File: src/sfs_pkg.sv
// ----------------------------------------------------------------------------
// sfs_pkg
// Types and codes shared by the sprite frame sequencer files.
// ----------------------------------------------------------------------------
`timescale 1ns / 1ps

package sfs_pkg;

  localparam int unsigned REQ_W      = 2;
  localparam int unsigned DELTA_W    = 16;
  localparam int unsigned CMD_W      = 3;
  localparam int unsigned PRI_W      = 8;
  localparam int unsigned SPEED_W    = 16;
  localparam int unsigned FRAME_W    = 6;
  localparam int unsigned DUR_W      = 24;
  localparam int unsigned RUN_W      = 2;
  localparam int unsigned ACCUM_W    = 32;
  localparam int unsigned LOOP_W     = 2;
  localparam int unsigned FCOUNT_W   = 7;
  localparam int unsigned CFG_IDX_W  = 2;
  localparam int unsigned CFG_DATA_W = 7;

  // Request types
  localparam logic [REQ_W-1:0] REQ_TICK = 2'd0;
  localparam logic [REQ_W-1:0] REQ_CMD  = 2'd1;
  localparam logic [REQ_W-1:0] REQ_LOAD = 2'd2;

  // Commands
  localparam logic [CMD_W-1:0] CMD_PAUSE    = 3'd1;
  localparam logic [CMD_W-1:0] CMD_STOP     = 3'd2;
  localparam logic [CMD_W-1:0] CMD_START    = 3'd3;
  localparam logic [CMD_W-1:0] CMD_CONTINUE = 3'd4;

  // Run states
  localparam logic [RUN_W-1:0] RUN_PAUSED = 2'd0;
  localparam logic [RUN_W-1:0] RUN_INC    = 2'd1;
  localparam logic [RUN_W-1:0] RUN_DEC    = 2'd2;

  // Loop modes; the unused code behaves as stop at end
  localparam logic [LOOP_W-1:0] LOOP_STOP   = 2'd0;
  localparam logic [LOOP_W-1:0] LOOP_REPEAT = 2'd1;
  localparam logic [LOOP_W-1:0] LOOP_PING   = 2'd2;

  // Configuration register indexes
  localparam logic [CFG_IDX_W-1:0] CFG_WRAP_MODE   = 2'd0;
  localparam logic [CFG_IDX_W-1:0] CFG_FRAME_COUNT = 2'd1;

  typedef enum logic [4:0] {
    S_IDLE = 5'b00001,
    S_ADD  = 5'b00010,
    S_CMP  = 5'b00100,
    S_RD   = 5'b01000,
    S_RES  = 5'b10000
  } seq_state_e;

endpackage

File: src/sfs_ram.sv
// ----------------------------------------------------------------------------
// sfs_ram
// Generic simple dual-port RAM: one write port, one read port, registered
// read data.
// ----------------------------------------------------------------------------
`timescale 1ns / 1ps

module sfs_ram #(
  parameter int unsigned WIDTH = 24,
  parameter int unsigned DEPTH = 64
) (
  input  logic                     clk_i,
  input  logic                     we_i,
  input  logic [$clog2(DEPTH)-1:0] waddr_i,
  input  logic [WIDTH-1:0]         wdata_i,
  input  logic [$clog2(DEPTH)-1:0] raddr_i,
  output logic [WIDTH-1:0]         rdata_o
);

  logic [WIDTH-1:0] mem [DEPTH];

  always_ff @(posedge clk_i) begin
    if (we_i) begin
      mem[waddr_i] <= wdata_i;
    end
    rdata_o <= mem[raddr_i];
  end

endmodule

File: src/sprite_frame_sequencer_core.sv
// ----------------------------------------------------------------------------
// sprite_frame_sequencer_core
// Sprite animation frame sequencer with a frame duration table in RAM.
// ----------------------------------------------------------------------------
// Usage:
//   Requests enter on the in_* channel (valid/ready). Each request is a tick,
//   a command or a duration load, picked by req_type_i, and gives exactly one
//   result on the out_* channel: current frame, run state, applied flag.
//   The cfg_* channel writes wrap_mode (index 0) and frame_count (index 1);
//   it is always ready and is meant to be written while the block is idle.
// Sequence:
//   Commands, loads and paused ticks go straight to the result state; a
//   new request is taken only once the previous result is loaded.
//   Running ticks add the scaled time, then step N frames (N at most
//   MAX_ADVANCE) before the result. Each step is a read of the
//   duration RAM (registered read data) and a compare/subtract/step.
// Reset:
//   Time 0, frame 0, paused, resume increasing, priority 0, speed 1.0,
//   repeat mode, one frame. The duration table is not cleared; load every
//   entry the animation uses before running it.
// Stall:
//   A finished result waits in the output register; the core keeps taking
//   requests and holds only when a second result is ready while it waits.
// ----------------------------------------------------------------------------
`timescale 1ns / 1ps

module sprite_frame_sequencer_core #(
  parameter int unsigned MAX_FRAMES  = 64,
  parameter int unsigned MAX_ADVANCE = 16
) (
  input  logic                         clk_i,
  input  logic                         rst_ni,
  // request channel
  input  logic                         in_valid_i,
  output logic                         in_ready_o,
  input  logic [sfs_pkg::REQ_W-1:0]    req_type_i,
  input  logic [sfs_pkg::DELTA_W-1:0]  delta_time_i,
  input  logic [sfs_pkg::CMD_W-1:0]    command_i,
  input  logic [sfs_pkg::PRI_W-1:0]    priority_req_i,
  input  logic                         speed_change_i,
  input  logic [sfs_pkg::SPEED_W-1:0]  new_speed_i,
  input  logic [sfs_pkg::FRAME_W-1:0]  load_index_i,
  input  logic [sfs_pkg::DUR_W-1:0]    load_duration_i,
  // result channel
  output logic                         out_valid_o,
  input  logic                         out_ready_i,
  output logic [sfs_pkg::FRAME_W-1:0]  frame_index_o,
  output logic [sfs_pkg::RUN_W-1:0]    run_state_o,
  output logic                         applied_o,
  // configuration channel
  input  logic                         cfg_valid_i,
  output logic                         cfg_ready_o,
  input  logic [sfs_pkg::CFG_IDX_W-1:0]  cfg_index_i,
  input  logic [sfs_pkg::CFG_DATA_W-1:0] cfg_data_i
);

  import sfs_pkg::*;

  localparam int unsigned AW    = $clog2(MAX_FRAMES);
  localparam int unsigned CNT_W = $clog2(MAX_ADVANCE + 1);

  seq_state_e state_q, state_d;

  // configuration
  logic [LOOP_W-1:0]   wrap_mode_q;
  logic [FCOUNT_W-1:0] frame_count_q;

  // sequencer state
  logic [ACCUM_W-1:0] accum_q, accum_d;
  logic [FRAME_W-1:0] frame_q, frame_d;
  logic [RUN_W-1:0]   mode_q, mode_d;
  logic [RUN_W-1:0]   resume_q, resume_d;
  logic [PRI_W-1:0]   prio_q, prio_d;
  logic [SPEED_W-1:0] speed_q, speed_d;
  logic               applied_q, applied_d;
  logic [CNT_W-1:0]   cnt_q, cnt_d;
  logic [ACCUM_W-1:0] prod_q;

  // output register
  logic               out_valid_q;
  logic [FRAME_W-1:0] out_frame_q;
  logic [RUN_W-1:0]   out_run_q;
  logic               out_applied_q;
  logic               out_load;

  logic in_fire;
  logic ram_we;
  logic [DUR_W-1:0] ram_rdata;
  logic [DUR_W-1:0] dur;
  logic             frame_in_table;

  logic [FCOUNT_W-1:0] fc_eff;
  logic [FCOUNT_W-1:0] last;
  logic [FRAME_W-1:0]  step_frame;
  logic [RUN_W-1:0]    step_mode;
  logic [ACCUM_W:0]    sum;
  logic                cmd_ok;

  assign in_ready_o  = (state_q == S_IDLE);
  assign in_fire     = in_valid_i && in_ready_o;
  assign cfg_ready_o = 1'b1;

  // --------------------------------------------------------------------------
  // Duration table. Reads follow frame_q every cycle; the registered data is used
  // in S_CMP in the next cycle, while frame_q has not moved.
  // --------------------------------------------------------------------------
  assign ram_we = in_fire && (req_type_i == REQ_LOAD) && (32'(load_index_i) < MAX_FRAMES);

  sfs_ram #(
    .WIDTH (DUR_W),
    .DEPTH (MAX_FRAMES)
  ) u_dur_ram (
    .clk_i   (clk_i),
    .we_i    (ram_we),
    .waddr_i (AW'(load_index_i)),
    .wdata_i (load_duration_i),
    .raddr_i (AW'(frame_q)),
    .rdata_o (ram_rdata)
  );

  // Frames past the table read as zero duration.
  assign frame_in_table = (32'(frame_q) < MAX_FRAMES);
  assign dur            = frame_in_table ? ram_rdata : '0;

  // --------------------------------------------------------------------------
  // Last frame: a count of zero acts as one, a count past the table as the
  // table size.
  // --------------------------------------------------------------------------
  always_comb begin
    if (frame_count_q == '0) begin
      fc_eff = FCOUNT_W'(1);
    end else if (32'(frame_count_q) > MAX_FRAMES) begin
      fc_eff = FCOUNT_W'(MAX_FRAMES);
    end else begin
      fc_eff = frame_count_q;
    end
    last = fc_eff - FCOUNT_W'(1);
  end

  // --------------------------------------------------------------------------
  // One frame step according to the loop mode and direction.
  // --------------------------------------------------------------------------
  always_comb begin
    logic inc;
    logic below_last;
    logic above_zero;
    inc        = (mode_q == RUN_INC);
    below_last = ({1'b0, frame_q} < last);
    above_zero = (frame_q != '0);
    step_frame = frame_q;
    step_mode  = mode_q;
    case (wrap_mode_q)
      LOOP_PING: begin
        if (inc) begin
          if (below_last) begin
            step_frame = frame_q + FRAME_W'(1);
          end else begin
            if (above_zero) step_frame = frame_q - FRAME_W'(1);
            step_mode = RUN_DEC;
          end
        end else begin
          if (above_zero) begin
            step_frame = frame_q - FRAME_W'(1);
          end else begin
            if (below_last) step_frame = frame_q + FRAME_W'(1);
            step_mode = RUN_INC;
          end
        end
      end
      LOOP_REPEAT: begin
        if (inc) begin
          step_frame = below_last ? frame_q + FRAME_W'(1) : '0;
        end else begin
          step_frame = above_zero ? frame_q - FRAME_W'(1) : FRAME_W'(last);
        end
      end
      default: begin
        // stop at end, and the unused mode code
        if (inc) begin
          if (below_last) step_frame = frame_q + FRAME_W'(1);
          else            step_mode  = RUN_PAUSED;
        end else begin
          if (above_zero) step_frame = frame_q - FRAME_W'(1);
          else            step_mode  = RUN_PAUSED;
        end
      end
    endcase
  end

  // Saturating add of the scaled tick increment (8.8 gain, drop the fraction).
  assign sum    = {1'b0, accum_q} + {9'd0, prod_q[ACCUM_W-1:8]};
  assign cmd_ok = (priority_req_i >= prio_q) || (mode_q == RUN_PAUSED);

  // Load the result register when a result is ready and the slot is free.
  assign out_load = (state_q == S_RES) && (!out_valid_q || out_ready_i);

  // --------------------------------------------------------------------------
  // Sequencer
  // --------------------------------------------------------------------------
  always_comb begin
    state_d   = state_q;
    accum_d   = accum_q;
    frame_d   = frame_q;
    mode_d    = mode_q;
    resume_d  = resume_q;
    prio_d    = prio_q;
    speed_d   = speed_q;
    applied_d = applied_q;
    cnt_d     = cnt_q;
    case (state_q)
      S_IDLE: begin
        if (in_fire) begin
          applied_d = 1'b0;
          cnt_d     = '0;
          state_d   = S_RES;
          case (req_type_i)
            REQ_TICK: begin
              // a paused sequencer ignores time
              if (mode_q != RUN_PAUSED) state_d = S_ADD;
            end
            REQ_CMD: begin
              if (cmd_ok) begin
                applied_d = 1'b1;
                prio_d    = priority_req_i;
                if (speed_change_i) speed_d = new_speed_i;
                case (command_i)
                  CMD_PAUSE: begin
                    if (mode_q != RUN_PAUSED) begin
                      resume_d = mode_q;
                      mode_d   = RUN_PAUSED;
                    end
                  end
                  CMD_STOP: begin
                    resume_d = RUN_INC;
                    mode_d   = RUN_PAUSED;
                    frame_d  = '0;
                    accum_d  = '0;
                  end
                  CMD_START: begin
                    mode_d  = RUN_INC;
                    frame_d = '0;
                    accum_d = '0;
                  end
                  CMD_CONTINUE: begin
                    if (mode_q == RUN_PAUSED) mode_d = resume_q;
                  end
                  default: ;
                endcase
              end
            end
            default: ;  // loads go to the RAM; unknown requests do nothing
          endcase
        end
      end
      S_ADD: begin
        accum_d = sum[ACCUM_W] ? '1 : sum[ACCUM_W-1:0];
        state_d = S_CMP;
      end
      S_CMP: begin
        if ((mode_q == RUN_PAUSED) || (cnt_q == CNT_W'(MAX_ADVANCE)) ||
            (accum_q <= {8'd0, dur})) begin
          state_d = S_RES;
        end else begin
          accum_d = accum_q - {8'd0, dur};
          frame_d = step_frame;
          mode_d  = step_mode;
          cnt_d   = cnt_q + CNT_W'(1);
          state_d = S_RD;
        end
      end
      S_RD: begin
        // wait for the duration of the new frame
        state_d = S_CMP;
      end
      S_RES: begin
        if (out_load) state_d = S_IDLE;
      end
      default: state_d = S_IDLE;
    endcase
  end

  always_ff @(posedge clk_i or negedge rst_ni) begin
    if (!rst_ni) begin
      state_q       <= S_IDLE;
      wrap_mode_q   <= LOOP_REPEAT;
      frame_count_q <= FCOUNT_W'(1);
      accum_q       <= '0;
      frame_q       <= '0;
      mode_q        <= RUN_PAUSED;
      resume_q      <= RUN_INC;
      prio_q        <= '0;
      speed_q       <= SPEED_W'(256);
      applied_q     <= 1'b0;
      cnt_q         <= '0;
      out_valid_q   <= 1'b0;
    end else begin
      state_q   <= state_d;
      accum_q   <= accum_d;
      frame_q   <= frame_d;
      mode_q    <= mode_d;
      resume_q  <= resume_d;
      prio_q    <= prio_d;
      speed_q   <= speed_d;
      applied_q <= applied_d;
      cnt_q     <= cnt_d;
      if (cfg_valid_i && cfg_ready_o) begin
        case (cfg_index_i)
          CFG_WRAP_MODE:   wrap_mode_q   <= cfg_data_i[LOOP_W-1:0];
          CFG_FRAME_COUNT: frame_count_q <= cfg_data_i[FCOUNT_W-1:0];
          default: ;
        endcase
      end
      if (out_load) begin
        out_valid_q <= 1'b1;
      end else if (out_ready_i) begin
        out_valid_q <= 1'b0;
      end
    end
  end

  // Payload registers
  always_ff @(posedge clk_i) begin
    if (in_fire) begin
      prod_q <= ACCUM_W'(delta_time_i * speed_q);
    end
    if (out_load) begin
      out_frame_q   <= frame_q;
      out_run_q     <= mode_q;
      out_applied_q <= applied_q;
    end
  end

  assign out_valid_o   = out_valid_q;
  assign frame_index_o = out_frame_q;
  assign run_state_o   = out_run_q;
  assign applied_o     = out_applied_q;

endmodule

File: config.mk
export PLATFORM = sky130hd
export DESIGN_NAME = sprite_frame_sequencer_core
export DESIGN_NICKNAME = d
export VERILOG_FILES = /design/src/sfs_pkg.sv /design/src/sfs_ram.sv /design/src/sprite_frame_sequencer_core.sv
export SDC_FILE = /design/constraint.sdc
export NUM_CORES = 2
export LEC_CHECK = 0
export CORE_MARGIN = 2
export CORE_UTILIZATION = 45
export CTS_BUF_LIST = sky130_fd_sc_hd__clkbuf_2
export DETAILED_ROUTE_END_ITERATION = 8
export DONT_BUFFER_PORTS = 1
export REMOVE_ABC_BUFFERS = 1
export SLEW_MARGIN = 20
export SYNTH_ARGS = -nofsm -noshare
export SYNTH_HDL_FRONTEND = slang
export SYNTH_SLANG_ARGS = --single-unit
File: constraint.sdc
create_clock -name clk_i -period 6.3 [get_ports clk_i]
set_input_delay 0.945 -clock clk_i [delete_from_list [all_inputs] [get_ports clk_i]]
set_output_delay 0.945 -clock clk_i [all_outputs]
set_load 0.03 [all_outputs]
Word level (Yosys, flattened, before mapping)
Memory sizes are Yosys's and may differ from the RTL's. A register that Yosys moved wholly into a read port is not among the register bits.
Cells that the tools add are included.
- register bits after elaboration: 128
- memory bits (writable): 1536
- bits of input ports: 90
- output and inout bits: 12
- word-level logic and storage cells: 145
- memories: 1
- add/sub/neg operators: 6
- $mul: 1
- magnitude comparators: 4
- equality and inequality tests: 29
- multiplexer cells: 57
- reductions and logical operators: 31
- memories (name ; depth ; bits a word ; read ports ; clocked after Yosys merged registers in ; wr ports ; RTL line ; text):
    u_dur_ram.mem ; 64 ; 24 ; 1 ; 1 ; 1 ; sfs_ram.sv:20 ; logic [WIDTH-1:0] mem [DEPTH];
- operators by type and width (operator ; count):
    $mux W32 ; 6
    $pmux W32 S3 ; 1
    $mux W6 ; 14
    $mux W5 ; 7
    $add A32 B24 Y33 ; 1
    $le A32 B24 Y1 ; 1
    $mul A16 B16 Y32 ; 1
    $sub A32 B24 Y32 ; 1
    $mux W2 ; 13
    $pmux W6 S2 ; 2
    $pmux W5 S4 ; 1
    $reduce_and A6 Y1 ; 3
    $mux W7 ; 2
    $ne A3 B3 Y1 const B ; 4
    $pmux W2 S2 ; 3
    $reduce_and A11 Y1 ; 1
    $eq A5 B5 Y1 const B ; 2
    $ne A2 B2 Y1 const B ; 5
    $pmux W5 S2 ; 1
    $eq A2 B1 Y1 const B ; 4
    $ge A8 B8 Y1 ; 1
    $pmux W2 S4 ; 1
    $reduce_and A2 Y1 ; 4
    $reduce_bool A2 Y1 ; 4
    other kinds (28) ; 45

Longest topological paths before layout
- depth after elaboration: 11
- gate-level depth with buffers: 25

By module
Synthesis repeated with hierarchy kept, for this count alone.
- cells, all modules: 4600
- area total of the unflattened synthesis: 76545.9 um2
- by module, submodules not included (module ; times used ; cells each ; area an instance (um2) ; sequential area each (um2)):
    sfs_ram ; 1 ; 2674 ; 59340.7 ; 46604.7
    sprite_frame_sequencer_core ; 1 ; 1926 ; 17205.3 ; 3174.3

Worst setup path after synthesis
Ideal clock, no wire load.
- path kind: input port to flip-flop
- start: in delta_time_i[11] (netlist name)
- end: reg prod_q[26] (data pin)
- setup time: 0.258 ns
- data arrival time: 6.453 ns
- required time: 6.042 ns
- path slack: -0.411 ns
- cell stages on the path: 22
- cell sequence: clkbuf_1 nand2_1 fa_1 fa_1 fa_1 inv_1 fa_1 fa_1 inv_1 fa_1 inv_1 ha_1 a21o_1 a21o_1 a21oi_1 o22ai_1 a41o_1 a41oi_2 o21bai_1 a221o_1 a21oi_2 xnor2_1
- cells in the longest elaborated chain, start to end: 1
- RTL lines (element ; RTL line ; text):
    from (decl) ; sprite_frame_sequencer_core.sv:37 ; input logic [sfs_pkg::DELTA_W-1:0] delta_time_i,
    $mul A16 B16 Y32 ; sprite_frame_sequencer_core.sv:324 ; prod_q <= ACCUM_W'(delta_time_i * speed_q);
    to (signal assigned) ; sprite_frame_sequencer_core.sv:324 ;
    to (decl) ; sprite_frame_sequencer_core.sv:77 ; logic [ACCUM_W-1:0] prod_q;
No other way between the ends.
A chain may end at the register's enable or synchronous reset.

Final worst setup path
- start: reg speed_q[5]
- end: reg prod_q[26] (data pin)
- cells in the longest elaborated chain, start to end: 1
- RTL lines (element ; RTL line ; text):
    from (decl) ; sprite_frame_sequencer_core.sv:74 ; logic [SPEED_W-1:0] speed_q, speed_d;
    from (signal assigned) ; sprite_frame_sequencer_core.sv:303 ; speed_q <= speed_d;
    $mul A16 B16 Y32 ; sprite_frame_sequencer_core.sv:324 ;
No other way between the ends.

==> out/metrics.yaml <==
synth_top_area_share_pct: 62.4
grt.overflow.total: 0
r2r_start: "speed_q[5]"
path_cells: "and2_4, fa_1, inv_1, fa_1, inv_2, fa_1, inv_1, fa_1, inv_2, fa_2, fa_1, ha_2, a21o_1, a21o_1, a21oi_2, o22ai_1, a41o_1, a41oi_2, o21bai_2, a221o_1, a21oi_2, xnor2_1"
hold_viol_final: 0
syn_area_um2: 75600
maxSlewViolCount: 0
yosys.area_share.xor_xnor_pct: 0.893
clk_pin_slew_ps: 90
yosys_warnings: 0
clock_latency_ps: 1720
synthArstFlopShare_pct: 5.18
synth-main-ff-cell: "edfxtp_1"
num_vias: 40644
via_per_inst: 5.65
post-route-period-util_pct: 97.1
wirelength_um: 191000
design.core.area_um2: 167000
critPathBufInv: 4
avgSynthCellArea_um2: 18.2
r2r_setup_slack_ps: 190
dpl-instance-area_um2: 79000
setup_viol: 0
ios: 102
skew_ps: 151
dp_cells: 6276
ys_types: 88
synthAdderAreaFrac_pct: 8.00
ir_drop_mv: 0.288
critPathKind: "reg2reg"
rsz0062_at_grt: "true"
synth_seq_cells: 1680
yosysMostFrequentCell: "edfxtp_1"
cts_made_buffers: 422
synth_edf_count: 1569
path_delay_family: "adder cells"
cp_max_fo: 5
worstSetupPathDepth: 22
whs_ps: 195
drive_gt1_share_pct: 28.9
rows: 150
post_drt_wl_per_cell_um: 26.5
stdcell_area_um2: 85100
die_h_um: 414
slowest_stage: "fa_2"
netlist_top_cells_count: "edfxtp_1 (1569), mux4_2 (504), inv_1 (283)"
grt.total_usage_pct: 22.6
hold_class: "in2reg"
cts_tree: "built"
synth_top_family_by_area: "multiplexers"
antenna_found_initial: 19
gp_congestion: 0.833
cpPeakStageDelay_ps: 570
nNetsFinal: 5132
drc: 0
cp-start-kind: "flop"
yosys.area.top_type: "edfxtp_1"
worstSetupStartpoint: "speed_q[5]"
timing.slew.headroom_pct: 22.4
synth-compound-area-share_pct: 3.22
first_iter_violations: 3596
initial_core_util_pct: 45.2
ys_seq_area_share_pct: 65.9
syn_inst: 4156
crit_path_end: "prod_q[26]"
area_growth_syn_to_layout_pct: 12.6
total_leakage_power_uw: 0.0295
cp.required_ps: 7640
hpwl_um: 109000
die_x_um: 414
synthMuxAreaShare_pct: 15.5
cts_root_buffer: "clkbuf_2"
max_freq_mhz: 164
cts.path.max_buffers: 4
port_buffers: 0
maxCapViolations: 0
ant_nets: 0
synthTopCellsByArea: "edfxtp_1 (62%), mux4_2 (15%), fa_1 (5.2%)"
instances_no_fill: 7198
grt_start_max_net_pins: 95
nFillCells: 13841
yosys.area_share.simple_pct: 4.12
tightest_slew_ps: 1160
drt_first_pass_iters: 5
min_period_ps: 6110
timing.critical_path.mode_cell: "fa_1"
r2r_cells: 22
first_global_vias: 42032
die_area_um2: 171000
p_per_area_nw_per_um2: 376
htreeDepth: 5
r2r_end: "prod_q[26]"
outcome: "finished, final reports clean"
grt_pass1_wl_um: 280000
clock_sinks: 1680
endpoint_kind: "flop"
cp.arrival_ps: 7450
## power by group
part           leakage (uW)  switching (uW)  internal [uW]
sequential           0.0154             526          12700
combinational        0.0114            6550           5370
clock               0.00273            4340           2570
## placed cells by master, fill, tap and decap left out, drive strengths merged, types with 119 or more instances in the layout
cell type	count
mux4	504
inv	288
clkbuf	599
ha	171
buf	149
dlygate4sd3	135
and2	119
nor2	131
edfxtp	1569
fa	195
clkinv	119
nand2	246
## logic make-up (layout without fill, tap and decap cells)
logic type,count (synthesis),in the layout
flops,1680,1680
simple gates,652,652
mux,538,538
buf+inv,473,1291
compound gates,369,369
fa+ha+maj,366,366
xor+xnor,77,77
other cells,1,21
## per-layer routing
metal	wire length, um	global-route usage, %	up-vias
li1	-	-	17554
met1	79700	30.8	21362
met2	94500	37.2	1397
met3	12400	4.50	313
met4	4090	6.07	18
met5	109	0	-
## registers in the layout (all words and copies together) (netlist names)
| register | cells |
|---|---|
| u_dur_ram.mem | 1536 |
| accum_q | 32 |
| frame_q | 6 |
| out_valid_o | 1 |
| speed_q | 16 |
| frame_count_q | 7 |
| state_q | 5 |
| frame_index_o | 6 |
| wrap_mode_q | 2 |
| cnt_q | 5 |
| applied_o | 1 |
| u_dur_ram.rdata_o | 24 |
| applied_q | 1 |
| resume_q | 2 |
| prio_q | 8 |
| run_state_o | 2 |
| prod_q | 24 |
| mode_q | 2 |
## cell type report
cell class	count	area [um2]	area share, %
Timing Repair Buffer	284	3370	3.96
Clock buffer	599	3000	3.52
Multi-Input combinational cell	2003	24500	28.8
Inverter	285	1070	1.26
Antenna cell	20	50.0	0.0588
Clock inverter	123	500	0.588
Sequential cell	1680	49800	58.5
Tap cell	2204	2760	3.24
## how the worst min path moves through the flow
stage / startpoint / endpoint / cells past startpoint
after CTS: load_duration_i[9] / u_dur_ram.mem[59][9] / 2
after floorplan: applied_q / applied_o / 0
final: delta_time_i[15] / prod_q[31] / 5
after global routing: load_duration_i[9] / u_dur_ram.mem[59][9] / 2
after global placement: applied_q / applied_o / 0
after detailed placement: applied_q / applied_o / 0
## worst register-to-register path: cells and delay by family, from the launching register on
family,cells,cell delay [ps]
xor gates and xnor gates,1,70
AOI/OAI and AO/OA,9,1720
adders and majority gates,7,3160
and+or+nand+nor,1,170
DFF,1,480
buffers and inverters,4,180
## through the flow
step / util, % / setup TNS (ps) / total power, uW / setup WS, ps
after floorplan: - / -344980 / 22700 / -11420
after global placement: 47.3 / -2410 / 24900 / -457
after detailed placement: 47.3 / -2480 / 24900 / -457
after CTS: 50.7 / 0 / 32300 / 17.4
after global routing: 50.9 / -41.5 / 33900 / -21.0
final: 50.9 / 0 / 32000 / 186
## what timing repair did
item,4_1_cts,5_1_grt
gates resized for setup,5,32
pin swaps,3,21
gates cloned,0,0
hold endpoints to repair,2152,0
endpoints found under the setup margin,5,6
buffers inserted,3,7
hold buffers,161,0
Power figures use the tool's default switching activity.
